File: config.mk
export PLATFORM = sky130hd
export DESIGN_NAME = positional_ordered_list
export DESIGN_NICKNAME = d
export VERILOG_FILES = /design/src/hdl/pol_pkg.sv /design/src/hdl/pol_cell.sv /design/src/hdl/positional_ordered_list.sv
export SDC_FILE = /design/constraint.sdc
export NUM_CORES = 2
export LEC_CHECK = 0
export BUFFER_PORTS_ARGS = -buffer_cell sky130_fd_sc_hd__buf_2
export CAP_MARGIN = 20
export CORE_UTILIZATION = 57
export DETAILED_ROUTE_END_ITERATION = 8
export PLACE_DENSITY = 0.74
export SLEW_MARGIN = 20
export SYNTH_ARGS = -nofsm -noshare
export SYNTH_HDL_FRONTEND = slang
export SYNTH_SLANG_ARGS = --single-unit
File: constraint.sdc
create_clock -name clk_i -period 6.79 [get_ports clk_i]
set_input_delay 1.358 -clock clk_i [delete_from_list [all_inputs] [get_ports clk_i]]
set_output_delay 1.358 -clock clk_i [all_outputs]
set_load 0.02 [all_outputs]
File: src/hdl/pol_pkg.sv
// Shared types for the positional ordered list: operation and status codes,
// and the control word broadcast along the cell chain. No dependencies.
package pol_pkg;

  typedef enum logic [2:0] {
    OP_APPEND   = 3'd0,
    OP_INSERT   = 3'd1,
    OP_REM_LAST = 3'd2,
    OP_REM_AT   = 3'd3,
    OP_READ     = 3'd4
  } pol_op_e;

  typedef enum logic [1:0] {
    ST_OK    = 2'd0,
    ST_EMPTY = 2'd1,
    ST_FULL  = 2'd2,
    ST_RANGE = 2'd3
  } pol_status_e;

  typedef enum logic [1:0] {
    ACT_NONE = 2'd0,
    ACT_INS  = 2'd1,
    ACT_REM  = 2'd2
  } pol_act_e;

  // Broadcast to every cell; positions and counts fit DEPTH up to 256.
  typedef struct packed {
    pol_act_e   kind;
    logic [8:0] pos;
    logic [8:0] cnt;
  } pol_ctrl_t;

endpackage

File: src/hdl/pol_cell.sv
// One slot of the list chain: holds a word, loads the new element, or takes
// the word of its left or right neighbor. Depends on pol_pkg.
module pol_cell import pol_pkg::*; #(
  parameter int DATA_WIDTH = 32,
  parameter int INDEX      = 0
) (
  input  logic                  clk_i,
  input  pol_ctrl_t             ctrl_i,
  input  logic [DATA_WIDTH-1:0] element_i,
  input  logic [DATA_WIDTH-1:0] left_i,
  input  logic [DATA_WIDTH-1:0] right_i,
  output logic [DATA_WIDTH-1:0] data_o
);

  localparam logic [9:0] Idx = 10'(INDEX);

  logic [DATA_WIDTH-1:0] data_q, data_d;
  logic [9:0]            pos_w, cnt_w;

  assign pos_w = {1'b0, ctrl_i.pos};
  assign cnt_w = {1'b0, ctrl_i.cnt};

  always_comb begin
    data_d = data_q;
    unique case (ctrl_i.kind)
      ACT_INS: begin
        if (Idx == pos_w) begin
          data_d = element_i;
        end else if (Idx > pos_w && Idx <= cnt_w) begin
          data_d = left_i;
        end
      end
      ACT_REM: begin
        // entries behind the removed one move toward the head
        if (Idx >= pos_w && (Idx + 10'd1) < cnt_w) begin
          data_d = right_i;
        end
      end
      default: data_d = data_q;
    endcase
  end

  always_ff @(posedge clk_i) begin
    data_q <= data_d;
  end

  assign data_o = data_q;

endmodule

File: src/hdl/positional_ordered_list.sv
// Positional ordered list: a bounded list of words held in a chain of cells.
// Input channel (in_valid_i/in_ready_o) carries operation, position and
// element; output channel (out_valid_o/out_ready_i) carries one result item
// per input item: status, read value, count, empty flag, head and tail.
// Operations: append, insert at position, remove last, remove at position,
// read at position. An insert or remove shifts all cells behind the target
// position by one place together, as the item is accepted.
// Timing: at acceptance the cells update and the state goes busy; from busy
// the result is registered from the cells into the output register, raising
// out_valid_o, as soon as that register is free. A new item is not taken
// until the previous one's result has been loaded into the output register.
// The output register parts the channels: a new item is accepted while an
// earlier result still waits. If the receiver stalls, the next result is
// held in the cells until the output register frees, and input stays closed.
// Reset clears the count and the handshake state; slot contents are not
// cleared, since only held entries are ever read.
// Depends on pol_pkg and pol_cell.
module positional_ordered_list import pol_pkg::*; #(
  parameter int DEPTH      = 16,
  parameter int DATA_WIDTH = 32
) (
  input  logic        clk_i,
  input  logic        rst_ni,
  input  logic        in_valid_i,
  output logic        in_ready_o,
  input  logic [2:0]  operation_i,
  input  logic [7:0]  position_i,
  input  logic [31:0] element_i,
  output logic        out_valid_o,
  input  logic        out_ready_i,
  output logic [1:0]  status_o,
  output logic [31:0] read_value_o,
  output logic [4:0]  entry_total_o,
  output logic        is_empty_o,
  output logic [31:0] head_value_o,
  output logic [31:0] tail_value_o
);

  localparam int AW = (DEPTH > 1) ? $clog2(DEPTH) : 1;
  localparam int CW = $clog2(DEPTH + 1);
  localparam logic [8:0] Full = 9'(DEPTH);

  typedef enum logic [1:0] {
    S_IDLE = 2'b01,
    S_BUSY = 2'b10
  } pol_state_e;

  pol_state_e state_q, state_d;
  logic [CW-1:0] count_q, count_d;
  pol_status_e   status_q, status_d;
  logic          is_read_q, is_read_d;
  logic [AW-1:0] rpos_q;
  logic          out_valid_q;
  logic          accept, load;

  logic [DATA_WIDTH-1:0] word_w [DEPTH];
  logic [DATA_WIDTH-1:0] elem_w;
  pol_ctrl_t             ctrl_d, ctrl_w;
  logic [8:0]            cnt9, pos9;
  logic [9:0]            pos10, cnt10;

  assign accept     = in_valid_i && in_ready_o;
  assign in_ready_o = (state_q == S_IDLE);
  assign load       = (state_q == S_BUSY) && (!out_valid_q || out_ready_i);
  assign elem_w     = DATA_WIDTH'(element_i);

  assign cnt9  = 9'(count_q);
  assign pos9  = {1'b0, position_i};
  assign pos10 = {2'b00, position_i};
  assign cnt10 = {1'b0, cnt9};

  always_comb begin
    ctrl_d.kind = ACT_NONE;
    ctrl_d.pos  = pos9;
    ctrl_d.cnt  = cnt9;
    status_d    = ST_OK;
    is_read_d   = 1'b0;
    count_d     = count_q;
    unique case (pol_op_e'(operation_i))
      OP_APPEND, OP_INSERT: begin
        if (cnt9 == Full) begin
          status_d = ST_FULL;
        end else begin
          ctrl_d.kind = ACT_INS;
          if (pol_op_e'(operation_i) == OP_APPEND || pos9 > cnt9) begin
            ctrl_d.pos = cnt9;
          end
          count_d = count_q + CW'(1);
        end
      end
      OP_REM_LAST, OP_REM_AT: begin
        if (cnt9 == 9'd0) begin
          status_d = ST_EMPTY;
        end else begin
          ctrl_d.kind = ACT_REM;
          // head removal only with more than one entry; other edges drop the tail
          if (pol_op_e'(operation_i) == OP_REM_LAST ||
              !((pos9 == 9'd0 && cnt9 > 9'd1) ||
                (pos9 != 9'd0 && (pos10 + 10'd1) < cnt10))) begin
            ctrl_d.pos = cnt9 - 9'd1;
          end
          count_d = count_q - CW'(1);
        end
      end
      OP_READ: begin
        is_read_d = 1'b1;
        if (!(pos9 < cnt9)) begin
          status_d = ST_RANGE;
        end
      end
      default: ;
    endcase
  end

  always_comb begin
    ctrl_w      = ctrl_d;
    ctrl_w.kind = accept ? ctrl_d.kind : ACT_NONE;
  end

  for (genvar i = 0; i < DEPTH; i++) begin : g_cell
    logic [DATA_WIDTH-1:0] left_w, right_w;
    if (i == 0) begin : g_head
      assign left_w = word_w[i];
    end else begin : g_mid_l
      assign left_w = word_w[i-1];
    end
    if (i == DEPTH - 1) begin : g_tail
      assign right_w = word_w[i];
    end else begin : g_mid_r
      assign right_w = word_w[i+1];
    end
    pol_cell #(
      .DATA_WIDTH(DATA_WIDTH),
      .INDEX     (i)
    ) u_cell (
      .clk_i    (clk_i),
      .ctrl_i   (ctrl_w),
      .element_i(elem_w),
      .left_i   (left_w),
      .right_i  (right_w),
      .data_o   (word_w[i])
    );
  end

  always_comb begin
    state_d = state_q;
    unique case (state_q)
      S_IDLE:  if (accept) state_d = S_BUSY;
      S_BUSY:  if (load) state_d = S_IDLE;
      default: state_d = S_IDLE;
    endcase
  end

  always_ff @(posedge clk_i or negedge rst_ni) begin
    if (!rst_ni) begin
      state_q     <= S_IDLE;
      count_q     <= '0;
      out_valid_q <= 1'b0;
    end else begin
      state_q <= state_d;
      if (accept) begin
        count_q <= count_d;
      end
      if (load) begin
        out_valid_q <= 1'b1;
      end else if (out_ready_i) begin
        out_valid_q <= 1'b0;
      end
    end
  end

  always_ff @(posedge clk_i) begin
    if (accept) begin
      status_q  <= status_d;
      is_read_q <= is_read_d;
      rpos_q    <= position_i[AW-1:0];
    end
  end

  // result capture from the settled cells
  logic [63:0]   rd_w, hd_w, tl_w;
  logic [AW-1:0] tidx;
  assign tidx = AW'(count_q - CW'(1));
  assign rd_w = 64'(word_w[rpos_q]);
  assign hd_w = 64'(word_w[0]);
  assign tl_w = 64'(word_w[tidx]);

  always_ff @(posedge clk_i) begin
    if (load) begin
      status_o      <= status_q;
      read_value_o  <= (is_read_q && status_q == ST_OK) ? rd_w[31:0] : 32'd0;
      entry_total_o <= 5'(count_q);
      is_empty_o    <= (count_q == '0);
      head_value_o  <= (count_q == '0) ? 32'd0 : hd_w[31:0];
      tail_value_o  <= (count_q == '0) ? 32'd0 : tl_w[31:0];
    end
  end

  assign out_valid_o = out_valid_q;

`ifndef SYNTH
  a_count_bound: assert property (@(posedge clk_i) disable iff (!rst_ni)
    32'(count_q) <= DEPTH)
    else $error("count exceeds depth");

  a_accept_busy: assert property (@(posedge clk_i) disable iff (!rst_ni)
    accept |=> (state_q == S_BUSY))
    else $error("accepted item did not enter busy");

  a_result_src: assert property (@(posedge clk_i) disable iff (!rst_ni)
    $rose(out_valid_q) |-> $past(state_q == S_BUSY))
    else $error("result without an item in flight");

  a_count_hold: assert property (@(posedge clk_i) disable iff (!rst_ni)
    (state_q == S_BUSY) |=> $stable(count_q))
    else $error("count moved while busy");
`endif

endmodule

Word level (Yosys, flattened, before mapping)
Index checks and enable logic that the tools add are counted.
{ "op_classes": {"add_sub_neg": 4, "order_cmp": 66, "n_eq_ne": 58, "mux": 86, "bitwise": 2, "reduce_logical": 72} }
{ "ops": {"columns": ["op", "n"], "rows": [
  ["two-way mux 32 bit", 50],
  ["one-hot mux 32 bit (2 select lines)", 15],
  ["binary-select mux 32 bit (select 4 bit)", 2],
  ["equality test 4 x 9 -> 1 bit, first input constant", 8],
  ["> comparator 4 x 9 -> 1 bit, first input constant", 8],
  ["greater-or-equal comparator 4 x 9 -> 1 bit, first input constant", 7],
  ["AND reduction 3 bit", 15],
  ["inequality test 3 x 1 -> 1 bit, second input constant", 14],
  ["<= comparator 4 x 5 -> 1 bit, first input constant", 8],
  ["less-than comparator 4 x 5 -> 1 bit, first input constant", 8],
  ["equality test 3 x 9 -> 1 bit, first input constant", 4],
  ["greater-or-equal comparator 3 x 9 -> 1 bit, first input constant", 4],
  ["> comparator 3 x 9 -> 1 bit, first input constant", 4],
  ["logical AND 1 bit", 35],
  ["inequality test 2 x 1 -> 1 bit, second input constant", 17],
  ["one-hot mux 11 bit (2 select lines)", 1],
  ["<= comparator 3 x 5 -> 1 bit, first input constant", 4],
  ["less-than comparator 3 x 5 -> 1 bit, first input constant", 4],
  ["equality test 2 x 9 -> 1 bit, first input constant", 2],
  ["greater-or-equal comparator 1 x 9 -> 1 bit, first input constant", 2],
  ["greater-or-equal comparator 2 x 9 -> 1 bit, first input constant", 2],
  ["> comparator 2 x 9 -> 1 bit, first input constant", 2],
  ["logical NOT 9 bit", 2],
  ["two-way mux 11 bit", 1],
  ["other kinds (43)", 69]
]} }
{ "word_totals": {"regBits": 631, "out_inout_bits": 106, "wordCells": 316} }

Logic depth before layout (Yosys ltp)
{ "depth": {"depth_word": 14, "mapped_depth": 17, "mapped_depth_nobuf": 13} }

By module
Synthesis repeated with hierarchy kept, for this count alone.
{ "unflattened": {"hier_cells": 3943, "area_unflattened_um2": 45807.7} }
{ "modules_own_cells": {"columns": ["mod", "n_inst", "cells_per_inst", "area_each_um2", "seq_area_each_um2"], "rows": [
  ["positional_ordered_list", 1, 774, 12832.3, 3534.6],
  ["pol_cell (g_cell[14].u_cell)", 1, 236, 2307.2, 960.9],
  ["pol_cell (g_cell[12].u_cell)", 1, 240, 2179.6, 960.9],
  ["pol_cell (g_cell[1].u_cell)", 1, 202, 2165.8, 960.9],
  ["pol_cell (g_cell[0].u_cell)", 1, 200, 2135.8, 960.9],
  ["pol_cell (g_cell[10].u_cell)", 1, 205, 2128.3, 960.9],
  ["pol_cell (g_cell[4].u_cell)", 1, 202, 2117.0, 960.9],
  ["pol_cell (g_cell[5].u_cell)", 1, 204, 2110.8, 960.9],
  ["pol_cell (g_cell[11].u_cell)", 1, 205, 2104.5, 960.9],
  ["pol_cell (g_cell[7].u_cell)", 1, 202, 2099.5, 960.9],
  ["pol_cell (g_cell[6].u_cell)", 1, 203, 2098.3, 960.9],
  ["pol_cell (g_cell[15].u_cell)", 1, 201, 2024.4, 960.9],
  ["pol_cell (g_cell[8].u_cell)", 1, 201, 2005.7, 960.9],
  ["pol_cell (g_cell[3].u_cell)", 1, 118, 1985.7, 960.9],
  ["3 more rows", null, null, null, null]
]} }

Worst setup path after synthesis
OpenSTA, ideal clock, no wires.
{ "synth_path": {"path_kind": "input port to flip-flop", "from": "input position_i[0]", "to": "register g_cell[9].u_cell.data_q[0], enable pin", "setup_time_ns": 0.513, "t_arrival_ns": 7.551, "t_required_ns": 6.277, "slack_ns": -1.273, "path_stages": 15, "path_buffers": 2, "path_cell_list": "ha_1 nand3_1 xnor2_1 ha_1 a2111oi_0 o21ai_0 nor3_1 a21boi_1 buf_2 and3_1 nand4b_2 nor4_2 clkbuf_1 a21oi_1 nor4b_1"} }
{ "synth_between": {"elab_chain_cells": 13, "elab_cells_between_ends": 24} }
{ "synth_rtl": {"columns": ["item", "line", "source"], "rows": [
  ["from (decl)", "positional_ordered_list.sv:27", "input logic [7:0] position_i,"],
  ["adder 8 x 1 -> 9 bit", "positional_ordered_list.sv:99", "(pos9 != 9'd0 && (pos10 + 10'd1) < cnt10))) begin"],
  ["less-than comparator 9 x 5 -> 1 bit", "positional_ordered_list.sv:99", null],
  ["logical AND 1 bit", "positional_ordered_list.sv:99", null],
  ["logical OR 1 bit", "positional_ordered_list.sv:98", "!((pos9 == 9'd0 && cnt9 > 9'd1) ||"],
  ["logical NOT 1 bit", "positional_ordered_list.sv:98", null],
  ["logical OR 1 bit", "positional_ordered_list.sv:97", "if (pol_op_e'(operation_i) == OP_REM_LAST ||"],
  ["two-way mux 9 bit", "positional_ordered_list.sv:97", null],
  ["two-way mux 11 bit", "positional_ordered_list.sv:92", "if (cnt9 == 9'd0) begin"],
  ["one-hot mux 11 bit (2 select lines) (*)", "positional_ordered_list.sv:79", "unique case (pol_op_e'(operation_i))"],
  ["> comparator 4 x 9 -> 1 bit or greater-or-equal comparator 4 x 9 -> 1 bit (tied branches)", "pol_cell.sv:29, pol_cell.sv:35", null],
  ["logical AND 1 bit, on equally long branches", "pol_cell.sv:29, pol_cell.sv:35", null],
  ["inequality test 3 x 1 -> 1 bit (no line) or inequality test 2 x 1 -> 1 bit (tied branches)", null, null],
  ["AND reduction 3 bit (no line) (*)", null, null],
  ["to (signal assigned)", "pol_cell.sv:44", "data_q <= data_d;"],
  ["to (decl)", "pol_cell.sv:17", "logic [DATA_WIDTH-1:0] data_q, data_d;"]
]} }
Mark *: on every way between the ends. The rest lies on a longest branch, timed or not.
A chain may end at the register's enable or synchronous reset.

Worst setup path after layout
{ "layout_path": {"from": "input position_i[1]", "to": "register g_cell[14].u_cell.data_q[14], enable pin"} }
{ "layout_between": {"elab_chain_cells": 13, "elab_cells_between_ends": 24} }
{ "layout_rtl": {"columns": ["item", "line"], "rows": [
  ["adder 8 x 1 -> 9 bit", "positional_ordered_list.sv:99"],
  ["less-than comparator 9 x 5 -> 1 bit", "positional_ordered_list.sv:99"],
  ["logical AND 1 bit", "positional_ordered_list.sv:99"],
  ["logical OR 1 bit", "positional_ordered_list.sv:98"],
  ["logical NOT 1 bit", "positional_ordered_list.sv:98"],
  ["logical OR 1 bit", "positional_ordered_list.sv:97"],
  ["two-way mux 9 bit", "positional_ordered_list.sv:97"],
  ["two-way mux 11 bit", "positional_ordered_list.sv:92"],
  ["one-hot mux 11 bit (2 select lines) (*)", "positional_ordered_list.sv:79"],
  ["> comparator 4 x 9 -> 1 bit or greater-or-equal comparator 4 x 9 -> 1 bit (tied branches)", "pol_cell.sv:29, pol_cell.sv:35"],
  ["logical AND 1 bit, on equally long branches", "pol_cell.sv:29, pol_cell.sv:35"],
  ["inequality test 3 x 1 -> 1 bit (no line) or inequality test 2 x 1 -> 1 bit (tied branches)", null],
  ["AND reduction 3 bit (no line) (*)", null],
  ["to (signal assigned)", "pol_cell.sv:44"],
  ["to (decl)", "pol_cell.sv:17"]
]} }
Marks and branches as above.

==> reports/metrics.yaml <==
io_buffers: 152
synth-simple-area-share_pct: 8.691
num_rows: 97
synth.cell_area_um2: 40210
synthCells: 3296
hp-class: "reg2reg"
async_flop_share_pct: 1.268
area_delta_synth_final_pct: 10.31
setup_viol: 0
synth_compound_area_share_pct: 19.22
synth.avg_cell_area_um2: 12.20
dieArea_um2: 71610
grt_pass1_wl_um: 216900
synthFlopType: "edfxtp_1"
cp_max_fo: 22
placed_area_um2: 42070
clock-sinks: 631
cts_resized: 0
min_to: "status_o[1]$_DFFE_PP_"
cts_inserted_buffers: 72
routabilityCongestion: 0.9429
status: "finished clean"
cp.arrival_ns: 5.90
fillCellCount: 5223
syn_nets: 3362
r2r_slack_ns: 1.19
cts_setup_buffers: 0
yosys_warnings: 0
reg2reg_depth: 12
antenna_found_initial: 5
hold_buffers: 0
die_height_um: 267.6
max_cap_violations: 0
worstPathRequired_ns: 7.05
final_cell_mix: "edfxtp_1 (623), mux4_2 (320), nand2_1 (258)"
grt_max_degree: 186
final_common_cell: "edfxtp_1"
end_kind: "register"
synthXorXnorAreaFrac_pct: 0.1742
reg2reg_from: "count_q[2]$_DFFE_PN0P_"
final-hold-violation-count: 0
cts.clk_slew.worst_paths_ns: 0.06
layout-drive-gt1-share_pct: 22.48
clock_skew_ns: 0.03576
num_io_pins: 153
drt-pass1-iter-count: 7
track_usage_pct: 40.81
power_density_nw_per_um2: 383.2
period_share_pct: 83.07
tns_ns: 0
final_nets: 3279
leakage_uw: 0.01444
vias_per_cell: 8.208
htree_num_levels: 3
wl_per_cell_um: 34.65
grt_setup_unrepaired: "no"
yosys.area_share.adder_pct: 0.5912
peakVddDrop_mv: 0.4484
maxSlewViolCount: 0
num_vias: 34580
ys_ff_latch: 631
fp.coreArea_um2: 69910
die_w_um: 267.6
stdcell_area_um2: 44360
tightest_slew_ns: 1.165
initial_core_util_pct: 57.52
grt_remaining_overflow: 0
clkLatencyLatePin_ns: 0.65
min_path_cells: 0
antenna_left: 0
critPathLaunchType: "primary input"
routed_wl_um: 146000
min_from: "status_q[1]$_DFFE_PP_"
synth_top_family_by_area: "compound AO/OA/AOI/OAI gates"
hpwlAfterDp_um: 81670
muxShareOfSynthArea_pct: 18.87
ys_types: 69
seq_area_frac_synth_pct: 47.03
fmax_mhz: 177.3
cts_buffer_depth: 3
crit_type: "in2reg"
rr_endpoint: "g_cell[5].u_cell.data_o[20]$_DFFE_PP_"
drc: 0
cts_tree: "built"
root_buffer: "clkbuf_16"
grt_pass1_vias: 34050
fin_crit_ns: 5.640
drtIter0Drc: 7414
slew_headroom_pct: 22.30
synth_edf_count: 623
[sequential cells by signal, indices dropped and copies added, names as in the netlist, 4 cells and up]
name	cells
g_cell.u_cell.data_o	512
head_value_o	32
read_value_o	32
tail_value_o	32
count_q	5
entry_total_o	5
rpos_q	4
[worst max-delay path, stage by stage]
cell	delay, ns
buf_2	0.19
ha_1	0.23
nand3_1	0.10
xnor2_1	0.15
ha_1	0.29
a2111oi_0	0.39
o21ai_0	0.15
nor3_1	0.15
a21boi_1	0.14
buf_4	0.20
and3_1	0.17
nand4b_2	0.43
nor4_4	0.61
buf_4	0.41
nand2_1	0.16
a311oi_4	0.25
buf_4	0.51
[through the flow]
stage | power (uW) | hold WS [ns] | std cells | worst slack (ns) | util [%]
6_report | 17000 | 0.4591 | 4213 | 1.150 | 63.45
5_1_grt | 17310 | 0.4808 | 4211 | 0.8651 | 63.44
4_1_cts | 16650 | 0.4624 | 4210 | 1.258 | 63.43
3_5_place_dp | 12790 | 0.4478 | 4079 | 0.6484 | 60.19
3_3_place_gp | 12660 | 0.4495 | 4079 | 0.7095 | 60.19
2_1_floorplan | 10240 | 0.4196 | 3296 | 0.1269 | -
[metal layers]
metal  share of wire (%)  vias up  GRT usage, %  wire, um
met5               0.025        -             0        37
met2                  43     3726         59.42     62730
li1                    -    13400             -         -
met3                  17      814         13.39     24920
met1                  33    16630         53.47     47920
met4                 7.1        6         24.00     10370
[worst max path at each step]
stage	endpoint	slack, ns	depth (start not counted)	start
floorplan	entry_total_o[0]$_DFFE_PP_	0.13	2	out_ready_i
global placement	g_cell[14].u_cell.data_o[16]$_DFFE_PP_	0.71	17	position_i[1]
detailed placement	g_cell[14].u_cell.data_o[10]$_DFFE_PP_	0.65	17	position_i[1]
CTS	g_cell[14].u_cell.data_o[14]$_DFFE_PP_	1.26	17	position_i[1]
global route	g_cell[14].u_cell.data_o[15]$_DFFE_PP_	0.87	17	position_i[1]
finish	g_cell[14].u_cell.data_o[14]$_DFFE_PP_	1.15	17	position_i[1]
[where the power goes]
part	internal, uW	switching, uW	leakage [uW]	total (uW)
Combinational	2980	4840	0.00755	7830
Sequential	4970	312	0.00580	5280
Clock	2200	1690	0.00110	3890
[layout make-up]
| type | instances | area [um^2] | area share (%) |
|---|---|---|---|
| diodes | 3 | 7.507 | 0.01692 |
| flip-flops and latches | 631 | 18910 | 42.64 |
| well taps | 940 | 1176 | 2.651 |
| repair buffers | 263 | 1857 | 4.186 |
| clock inverters | 34 | 302.8 | 0.6826 |
| clock buffers | 97 | 1968 | 4.437 |
| multi-input cells | 2099 | 19580 | 44.14 |
| inverters | 146 | 555.5 | 1.252 |
[cell families after synthesis]
logic type	Yosys count
AO/OA/AOI/OAI	1005
AND/OR/NAND/NOR	713
flip-flops	631
buffers and inverters	566
multiplexers	354
adder cells (fa/ha/maj)	19
XOR/XNOR	8
[synth_stat cells (3+ instances only)]
cell | number | share of area, %
o311a_1 | 32 | 0.80
nor3_1 | 11 | 0.14
a2bb2oi_1 | 161 | 3.5
mux4_2 | 320 | 18
a211oi_1 | 5 | 0.093
nor2b_1 | 69 | 1.1
a221o_1 | 34 | 0.85
a31oi_1 | 131 | 2.0
o21ai_1 | 135 | 1.7
o21ai_0 | 17 | 0.21
o211ai_1 | 7 | 0.13
a21o_1 | 36 | 0.67
mux2_1 | 32 | 0.90
clkinv_1 | 3 | 0.028
o31ai_1 | 67 | 1.3
buf_1 | 33 | 0.31
dfrtp_1 | 7 | 0.44
nor4_2 | 3 | 0.093
xnor2_1 | 7 | 0.15
a41oi_1 | 64 | 1.4
a22oi_1 | 34 | 0.63
ha_1 | 19 | 0.59
a221oi_1 | 6 | 0.13
and3_1 | 6 | 0.093
nand2b_1 | 7 | 0.11
nand4_1 | 4 | 0.062
a32oi_1 | 3 | 0.065
inv_1 | 142 | 1.3
o221ai_1 | 96 | 2.1
nor4_1 | 3 | 0.047
nor2_1 | 28 | 0.26
nand3_1 | 238 | 3.0
edfxtp_1 | 623 | 47
nand2_1 | 261 | 2.4
and2_1 | 71 | 1.1
clkbuf_1 | 341 | 3.2
o311ai_1 | 128 | 2.8
o22ai_1 | 3 | 0.047
buf_2 | 46 | 0.57
a21oi_1 | 24 | 0.30
Power figures use the tool's default switching activity.
